[src/rtl/annexb_pkg.sv]
package annexb_pkg;

    // Zeros that may still turn out to open a start code
    localparam int unsigned MAX_HELD = 3;

    localparam int unsigned BYTE_W = 8;
    localparam int unsigned HELD_W = 2;

    // Result kinds carried on tuser
    localparam logic KIND_PAYLOAD = 1'b0;
    localparam logic KIND_END     = 1'b1;

    // Byte codes
    localparam logic [BYTE_W-1:0] BYTE_ZERO = 8'h00;
    localparam logic [BYTE_W-1:0] BYTE_ONE  = 8'h01;

    // One pending run of results: some held zeros, then one closing result
    typedef struct packed {
        logic              valid;
        logic [HELD_W-1:0] zeros;
        logic [BYTE_W-1:0] fin_byte;
        logic              fin_kind;
    } job_t;

endpackage

[src/rtl/annexb_nal_splitter_unit.sv]
// Results of a byte are registered and appear in the cycle after its transaction.
// One byte per cycle while m_tready is high and no held zeros are released; a
// byte that releases k held zeros plus itself yields k+1 results (up to 4),
// drained one per cycle by the single result register while s_tready stays low.
// Reset (rst_n low, asynchronous): no zeros held, no start code seen,
// result register empty.
module annexb_nal_splitter_unit (
    input  logic       clk,
    input  logic       rst_n,
    input  logic       s_tvalid,
    output logic       s_tready,
    input  logic [7:0] s_tdata,   // [7:0] data_byte
    output logic       m_tvalid,
    input  logic       m_tready,
    output logic [7:0] m_tdata,   // [7:0] nal_byte
    output logic       m_tuser,   // [0] kind
    output logic       m_tlast    // last_of_run
);

    logic [annexb_pkg::HELD_W-1:0] zero_run_reg, zero_run_next;
    logic                          in_nal_reg, in_nal_next;
    logic                          nal_nonempty_reg, nal_nonempty_next;
    annexb_pkg::job_t              job_reg, job_next, new_job;

    logic in_xact;
    logic out_xact;
    logic job_done;

    assign out_xact = m_tvalid && m_tready;
    assign job_done = out_xact && (job_reg.zeros == '0);
    assign s_tready = !job_reg.valid || job_done;
    assign in_xact  = s_tvalid && s_tready;

    // Parse one byte: state update and the run of results it causes
    always_comb
    begin
        zero_run_next     = zero_run_reg;
        in_nal_next       = in_nal_reg;
        nal_nonempty_next = nal_nonempty_reg;
        new_job.valid     = 1'b0;
        new_job.zeros     = '0;
        new_job.fin_byte  = annexb_pkg::BYTE_ZERO;
        new_job.fin_kind  = annexb_pkg::KIND_PAYLOAD;

        if (s_tdata == annexb_pkg::BYTE_ZERO)
        begin
            if (zero_run_reg != annexb_pkg::HELD_W'(annexb_pkg::MAX_HELD))
            begin
                zero_run_next = zero_run_reg + 1'b1;
            end
            else if (in_nal_reg)
            begin
                // oldest held zero is payload after all
                new_job.valid     = 1'b1;
                nal_nonempty_next = 1'b1;
            end
        end
        else if (s_tdata == annexb_pkg::BYTE_ONE && zero_run_reg[1])
        begin
            // start code complete; close a NAL that carried payload
            if (in_nal_reg && nal_nonempty_reg)
            begin
                new_job.valid    = 1'b1;
                new_job.fin_kind = annexb_pkg::KIND_END;
            end
            in_nal_next       = 1'b1;
            nal_nonempty_next = 1'b0;
            zero_run_next     = '0;
        end
        else
        begin
            // held zeros then the byte itself
            if (in_nal_reg)
            begin
                new_job.valid     = 1'b1;
                new_job.zeros     = zero_run_reg;
                new_job.fin_byte  = s_tdata;
                nal_nonempty_next = 1'b1;
            end
            zero_run_next = '0;
        end
    end

    // Result register: drains held zeros first, then the closing result
    always_comb
    begin
        job_next = job_reg;
        if (in_xact)
        begin
            job_next = new_job;
        end
        else if (out_xact)
        begin
            if (job_reg.zeros != '0)
            begin
                job_next.zeros = job_reg.zeros - 1'b1;
            end
            else
            begin
                job_next.valid = 1'b0;
            end
        end
    end

    always_ff @(posedge clk or negedge rst_n)
    begin
        if (!rst_n)
        begin
            zero_run_reg     <= '0;
            in_nal_reg       <= 1'b0;
            nal_nonempty_reg <= 1'b0;
            job_reg.valid    <= 1'b0;
            job_reg.zeros    <= '0;
            job_reg.fin_byte <= annexb_pkg::BYTE_ZERO;
            job_reg.fin_kind <= annexb_pkg::KIND_PAYLOAD;
        end
        else
        begin
            if (in_xact)
            begin
                zero_run_reg     <= zero_run_next;
                in_nal_reg       <= in_nal_next;
                nal_nonempty_reg <= nal_nonempty_next;
            end
            job_reg.valid    <= job_next.valid;
            job_reg.zeros    <= job_next.zeros;
            job_reg.fin_byte <= job_next.fin_byte;
            job_reg.fin_kind <= job_next.fin_kind;
        end
    end

    // Output view of the result register
    assign m_tvalid = job_reg.valid;
    assign m_tlast  = (job_reg.zeros == '0);
    assign m_tdata  = (job_reg.zeros != '0) ? annexb_pkg::BYTE_ZERO : job_reg.fin_byte;
    assign m_tuser  = (job_reg.zeros != '0) ? annexb_pkg::KIND_PAYLOAD : job_reg.fin_kind;

    // Nothing leaves before the first start code
    a_out_in_nal: assert property (@(posedge clk) disable iff (!rst_n)
        m_tvalid |-> in_nal_reg)
        else $error("result issued before first start code");

    // End marker is a lone zero result closing its run
    a_marker_form: assert property (@(posedge clk) disable iff (!rst_n)
        (m_tvalid && m_tuser == annexb_pkg::KIND_END) |->
            (m_tdata == annexb_pkg::BYTE_ZERO && m_tlast))
        else $error("malformed end marker");

    // A new byte only overwrites a run on its final transaction
    a_no_overwrite: assert property (@(posedge clk) disable iff (!rst_n)
        (in_xact && m_tvalid) |-> (m_tready && m_tlast))
        else $error("pending results overwritten");

    // After a marker the NAL is empty until more payload
    a_marker_clears: assert property (@(posedge clk) disable iff (!rst_n)
        (in_xact && new_job.valid && new_job.fin_kind == annexb_pkg::KIND_END)
            |=> !nal_nonempty_reg)
        else $error("NAL not reset after end marker");

endmodule
[config.mk]
export PLATFORM = sky130hd
export DESIGN_NAME = annexb_nal_splitter_unit
export DESIGN_NICKNAME = d
export VERILOG_FILES = /design/src/rtl/annexb_pkg.sv /design/src/rtl/annexb_nal_splitter_unit.sv
export SDC_FILE = /design/constraint.sdc
export NUM_CORES = 1
export LEC_CHECK = 0
export ABC_CLOCK_PERIOD_IN_PS = 2100
export BUFFER_PORTS_ARGS = -buffer_cell sky130_fd_sc_hd__buf_4
export CORE_ASPECT_RATIO = 0.9
export CORE_MARGIN = 10
export CORE_UTILIZATION = 44
export CTS_CLUSTER_SIZE = 24
export DETAILED_ROUTE_END_ITERATION = 8
export GPL_TIMING_DRIVEN = 0
export PLACE_DENSITY = 0.69
export SETUP_SLACK_MARGIN = 0.15
export SLEW_MARGIN = 20
export SYNTH_ARGS = -nofsm -noshare
export SYNTH_HDL_FRONTEND = slang
export SYNTH_SLANG_ARGS = --single-unit
[constraint.sdc]
create_clock -name clk -period 2.1 [get_ports clk]
set_clock_uncertainty 0.15 [all_clocks]
set_input_delay 0.21 -clock clk [delete_from_list [all_inputs] [get_ports clk]]
set_output_delay 0.21 -clock clk [all_outputs]
set_load 0.01 [all_outputs]
==> key figures, run 1 <==
Outcome
  • Outcome: finished, final reports clean

Layout
  • N_diodes: 0
  • Layout cells sized above 1: a little over a third
  • Most frequent cells in the layout: 23 x buf_4, 16 x dfrtp_1, 10 x and2_1, 10 x nand2_1, 6 x nand3_1
  • FILL cells: 180
  • Synth-to-Final Area Change: 31.9%
  • Final core utilization: around 60%
  • Non-Filler Instances: around 140
  • Largest register FFs: 11
  • Most frequent standard cell in the layout excluding fill and tap cells: buf_4
  • Final #Nets: roughly 130

Global routing
  • Overflow after GRT: 0
  • Largest net degree at the start of global routing: 17
  • Initial antenna violation count: 0
  • GRT Overall Usage: 10.7%
  • First-pass GRT wire length: roughly 3.3 mm
  • Number of global-route vias before repair: 684

Power
  • Maximum VDD drop: around 470 uV
  • Psw: ~150 uW
  • Net Sw Frac: approximately a quarter
  • Clock Power Share: 34.1%
  • Logic gate share of total power: 13.3%
  • Power density over the cells: between 500 and 600 mW/mm2
  • Internal Pwr Total: about 450 uW
  • Static leakage: roughly 0.00056 uW
  • Flop pwr share: 52.6%

Die
  • Die area: a little over 0.004 mm2
  • Die Height: ~62 um
  • Core Area: 0.00188 mm2
  • Die X: around 66 um
  • IO Pins: 24
  • FP Rows: 15
  • Initial core utilization: a little under half

Synth
  • Post-synth top flop: dfrtp_1
  • Unique masters post-synth: 34
  • Post-synthesis sequential area ratio: between 40% and 50%
  • Synth Area per Inst: approximately 10 um2
  • EDFF count, synth: 0
  • Mapped Nets: 99
  • Asr flop ratio synth: 100%
  • Cell taking the most area after synthesis: dfrtp_1
  • Leading cell types by total area after synthesis: dfrtp_1 47%, and2_1 7.3%, nor4_4 5.0%
  • Synth Cell Area: 856 um2
  • Mapped Cells: 85
  • Warnings, synthesis: 0
  • Yosys top cell area share: approximately 47%
  • Seq cells post-synth: 16

Worst setup path
  • Crit-path leading delay family: compound AO/OA/AOI/OAI gates
  • Critical path data arrival time: approximately 1.9 ns
  • Startpoint types: flop
  • Worst Path Class, Setup: flop to flop
  • Worst setup EP type: flop
  • WP buf/inv: 2
  • CP max stage delay: ~0.38 ns
  • CP max stage cell: dfrtp_1
  • Worst endpoint required time: roughly 2.1 ns
  • Cell Chain, Critical Path: inv_1, ha_2, a21bo_2, and2_1, clkbuf_4, and4_1, o22a_1
  • Worst-path fanout max: 10

Drt
  • Drc violations: 0
  • Vias per cell: about 5.3
  • DRT antenna net count: 0
  • First-pass DRT Iterations: 4
  • Wire per inst: about 15 um
  • Post-Route WL: 2.03 mm
  • First DRT Iteration DRCs: 18
  • Vias: 730

CTS
  • Skew-Pair Late Insertion Delay: slightly below 0.3 ns
  • Clk sinks: 16
  • Clk slew on worst S/H paths: ~0.10 ns
  • CTS H-tree depth: 1
  • CTS tree: yes
  • CTS Buf Count: 3
  • Max Buffers Root-to-Sink: 2
  • Clk root buf: clkbuf_4

Placement
  • Placed cells: approximately 130
  • I/O Buffers: 23
  • GP Congestion: between 0.8 and 0.9
  • Detailed-placement wirelength estimate: around 1.6 mm

Timing
  • Worst hold slack: between 0.01 and 0.015 ns
  • Setup Total Neg Slack: 0 ns
  • Max-slew headroom: around 73%
  • RSZ-0062 raised after global routing: false
  • Tcrit/Tclk final: 87.7%
  • Final hold violations: 0
  • Actual slew at the worst max-slew pin: between 0.4 and 0.5 ns
  • Min cycle time layout: roughly 1.8 ns
  • F_max: ~540 MHz
  • Fin. max-slew vios: 0
  • Final setup viols: 0

Min path
  • Worst hold path class: primary input to flop

Run
  • Max-Cap Viols: 0
[synth_stat cells, types with 2 or more instances]
| cell | number |
|---|---|
| dfrtp_1 | 16 |
| and2_1 | 10 |
| nand2_1 | 10 |
| nand3_1 | 6 |
| a22o_1 | 4 |
| inv_1 | 4 |
| a21oi_1 | 2 |
| buf_2 | 2 |
| clkbuf_1 | 2 |
| ha_1 | 2 |
| nand4_1 | 2 |
| nor2_1 | 2 |
| nor4_4 | 2 |
[power groups by stage]
stage	sequential, uW	clock (uW)	combinational [uW]
2_1_floorplan	321	0	31.8
3_3_place_gp	322	0	73.3
3_5_place_dp	322	0	75.3
4_1_cts	316	211	77.6
5_1_grt	317	224	90.9
6_report	316	204	79.9
[routing by layer]
layer	wire [um]	GRT usage, %	vias to the layer above
li1	-	-	367
met1	899	12.3	345
met2	987	17.2	16
met3	120	4.66	2
met4	20	4.48	0
met5	0	0	-
[kinds of logic (layout without fill, tap and decap cells)]
kind of cell	after synthesis	after routing	synth area share [%]
flip-flops	16	16	46.8
adder cells (fa/ha/maj)	2	2	2.92
buffers and inverters	8	37	3.80
AO/OA/AOI/OAI	18	18	16.7
AND/OR/NAND/NOR	41	41	29.8
[per-stage QoR]
step	power [uW]	worst slack (ns)	area, um2
after detailed placement	397	0.206	1060
after floorplan	353	0.307	856
after global routing	631	0.187	1130
after global placement	395	0.244	1060
after CTS	605	0.226	1110
final	600	0.259	1130
[timing repair]
item | CTS | global route
hold buffers | 1 | 1
gates resized for setup | 1 | 3
endpoints found under the hold margin | 16 | 1
endpoints found under the setup margin | 8 | 1
setup buffers | 0 | 0
cloned | 0 | 0
[final timing paths]
path,cells after the start,startpoint,slack (ns),end
max reg2reg,7,job_reg[9],0.26,job_reg[9]
min in group asynchronous,2,rst_n,0.15,job_reg[9]
min reg2reg,2,job_reg[4],0.32,job_reg[4]
min,2,s_tdata[6],0.01,job_reg[7]
max in group asynchronous,2,rst_n,1.46,job_reg[0]
max,7,job_reg[9],0.26,job_reg[9]
[layout make-up]
type                            count  area (um2)  area share (%)
Multi-Input combinational cell     61         432            38.2
Sequential cell                    16         400            35.5
Clock buffer                        4        36.3            3.22
Buffer                              4        21.3            1.88
Inverter                            4        15.0            1.33
Timing Repair Buffer               25         193            17.1
Tap cell                           25        31.3            2.77
Note: power is estimated with default switching activity, not from simulation.
==> run 2: changes to the inputs <==
Settings changed: GPL_ROUTABILITY_DRIVEN set to 1, PLACE_DENSITY 0.69 to 0.73.
==> run 2 against run 1 <==
Effect of this change: die area did not move; count of clock-buffer cells in the layout did not move; utilization fell by 0.40 points; non-clock buffer count did not move; power fell by 0.53%; hold slack improved by 0.0063 ns; highest routed layer unchanged; critical endpoint unchanged; critical path type unchanged; final area fell by 0.66%.
==> key figures, run 2 (synthesis gave the netlist of run 1 again) <==
Worst setup path
  • Worst setup EP type: flop
  • Worst flop-to-flop path endpoint: job_reg[9]
  • End point of the critical path: job_reg[9]
  • Cell depth of the worst flop-to-flop path: 7
  • Worst Path Class, Setup: flop to flop
  • Critical path startpoint: job_reg[9]
  • Worst endpoint required time: 2.13 ns
  • Critical path data arrival time: ~1.8 ns
  • Startpoint types: flop
  • Flop-to-flop setup slack: about 0.29 ns
  • Worst-path fanout max: 10
  • Reg-to-Reg Start: job_reg[9]

Die
  • FP Rows: 15
  • Die X: between 60 and 70 um
  • IO Pins: 24
  • Initial core utilization: about 46%
  • Die area: slightly above 0.004 mm2
  • Core Area: roughly 0.0019 mm2
  • Die Height: slightly above 60 um

Layout
  • Most frequent standard cell in the layout excluding fill and tap cells: buf_4
  • N_diodes: 0
  • FILL cells: ~160
  • Synth-to-Final Area Change: 31.0%
  • Final #Nets: 129
  • Non-Filler Instances: between 100 and 150
  • Post-route cell area: approximately 0.0011 mm2
  • Final core utilization: about three fifths
  • Largest register FFs: 11
  • Layout cells sized above 1: 35.1%
  • Most frequent cells in the layout: 24 x buf_4, 16 x dfrtp_1, 10 x and2_1, 10 x nand2_1, 6 x nand3_1

CTS
  • CTS tree: yes
  • Skew-Pair Late Insertion Delay: 0.28 ns
  • Clk sinks: 16
  • Clk slew on worst S/H paths: around 0.1 ns
  • CTS Buf Count: 3
  • Max Buffers Root-to-Sink: 2
  • Clk root buf: clkbuf_4
  • CTS H-tree depth: 1

Power
  • Flop pwr share: between 50% and 60%
  • Static leakage: approximately 0.00056 uW
  • Psw: 143 uW
  • Internal Pwr Total: between 400 and 500 uW
  • Clock Power Share: between 30% and 40%
  • Power density over the cells: between 500 and 600 mW/mm2
  • Total power: 597 uW
  • Logic gate share of total power: between 10% and 20%
  • Net Sw Frac: a little under a quarter
  • Maximum VDD drop: roughly 320 uV

Placement
  • Placed cell area: ~0.0011 mm2
  • GP Congestion: about 0.86
  • Placed cells: 133
  • I/O Buffers: 23
  • Detailed-placement wirelength estimate: 1.57 mm

Drt
  • Vias per cell: approximately 5.2
  • Vias: ~720
  • Drc violations: 0
  • First-pass DRT Iterations: 4
  • First DRT Iteration DRCs: 37
  • DRT antenna net count: 0
  • Post-Route WL: a little under 2 mm
  • Wire per inst: 14.3 um

Timing
  • Final setup viols: 0
  • Fin. max-slew vios: 0
  • RSZ-0062 raised after global routing: false
  • Setup Total Neg Slack: 0 ns
  • Actual slew at the worst max-slew pin: 0.369 ns
  • Min cycle time layout: roughly 1.8 ns
  • Tcrit/Tclk final: approximately 86%
  • Max-slew headroom: 75.2%
  • Final hold violations: 0
  • F_max: approximately 550 MHz

Global routing
  • GRT Overall Usage: about a tenth
  • GRT busiest layer: met2
  • Grt met2 use: 18.0%
  • Met3 GRT Util: under 10%
  • First-pass GRT wire length: about 3.4 mm
  • Met1 Track Usage GR: between 10% and 20%
  • Overflow after GRT: 0
  • Initial antenna violation count: 0
  • Largest net degree at the start of global routing: 17
  • Number of global-route vias before repair: ~700

Outcome
  • Outcome: finished, final reports clean

Min path
  • Worst hold path class: primary input to flop

Run
  • Max-Cap Viols: 0
[run 2: how the worst min path moves through the flow]
stage	start	depth (start not counted)	slack, ns	endpoint
after CTS	s_tdata[7]	2	0.02	job_reg[8]
after global routing	s_tdata[7]	2	0.006	job_reg[8]
after floorplan	rst_n	0	-0.24	in_nal_reg
after detailed placement	rst_n	1	-0.07	job_reg[9]
final	s_tdata[7]	2	0.02	job_reg[8]
after global placement	rst_n	1	-0.07	job_reg[4]
[run 2: layout make-up]
class | instances | area [um2] | share of cell area (%)
plain buffers | 4 | 18.8 | 1.67
clock buffers | 4 | 36.3 | 3.24
inverters | 4 | 15.0 | 1.34
multi-input cells | 61 | 429 | 38.3
flip-flops and latches | 16 | 400 | 35.7
well taps | 25 | 31.3 | 2.79
repair buffers | 25 | 190 | 17.0
[run 2: metrics by stage]
| step | setup slack, ns | hold slack (ns) |
|---|---|---|
| 2_1_floorplan | 0.307 | -0.236 |
| 3_3_place_gp | 0.243 | -0.0699 |
| 3_5_place_dp | 0.181 | -0.0669 |
| 4_1_cts | 0.219 | 0.0177 |
| 5_1_grt | 0.163 | 0.00643 |
| 6_report | 0.286 | 0.0209 |
[run 2: power by group through the flow]
stage	registers [uW]	clock network, uW	logic (uW)
CTS	315	207	77.6
finish	315	202	79.7
floorplan	321	0	31.8
global route	317	224	89.9
global placement	322	0	72.6
detailed placement	322	0	75.1
[run 2: timing repair]
| action | 4_1_cts | 5_1_grt |
|---|---|---|
| hold buffers | 1 | 0 |
| endpoints found under the setup margin | 1 | 1 |
| buffers inserted | 0 | 1 |
| endpoints found under the hold margin | 16 | 0 |
| gates resized for setup | 1 | 1 |
[run 2: critical path, stage by stage, from the launching register on]
cell,delay [ns]
dfrtp_1,0.36
inv_1,0.05
ha_1,0.21
a21bo_2,0.24
and2_1,0.16
buf_2,0.17
and4_1,0.22
o22a_1,0.15
[run 2: per-layer routing]
metal  share of wire [%]  vias up
met2                  49       18
li1                    -      365
met4                0.70        0
met5                   0        -
met1                  43      338
met3                 7.3        2
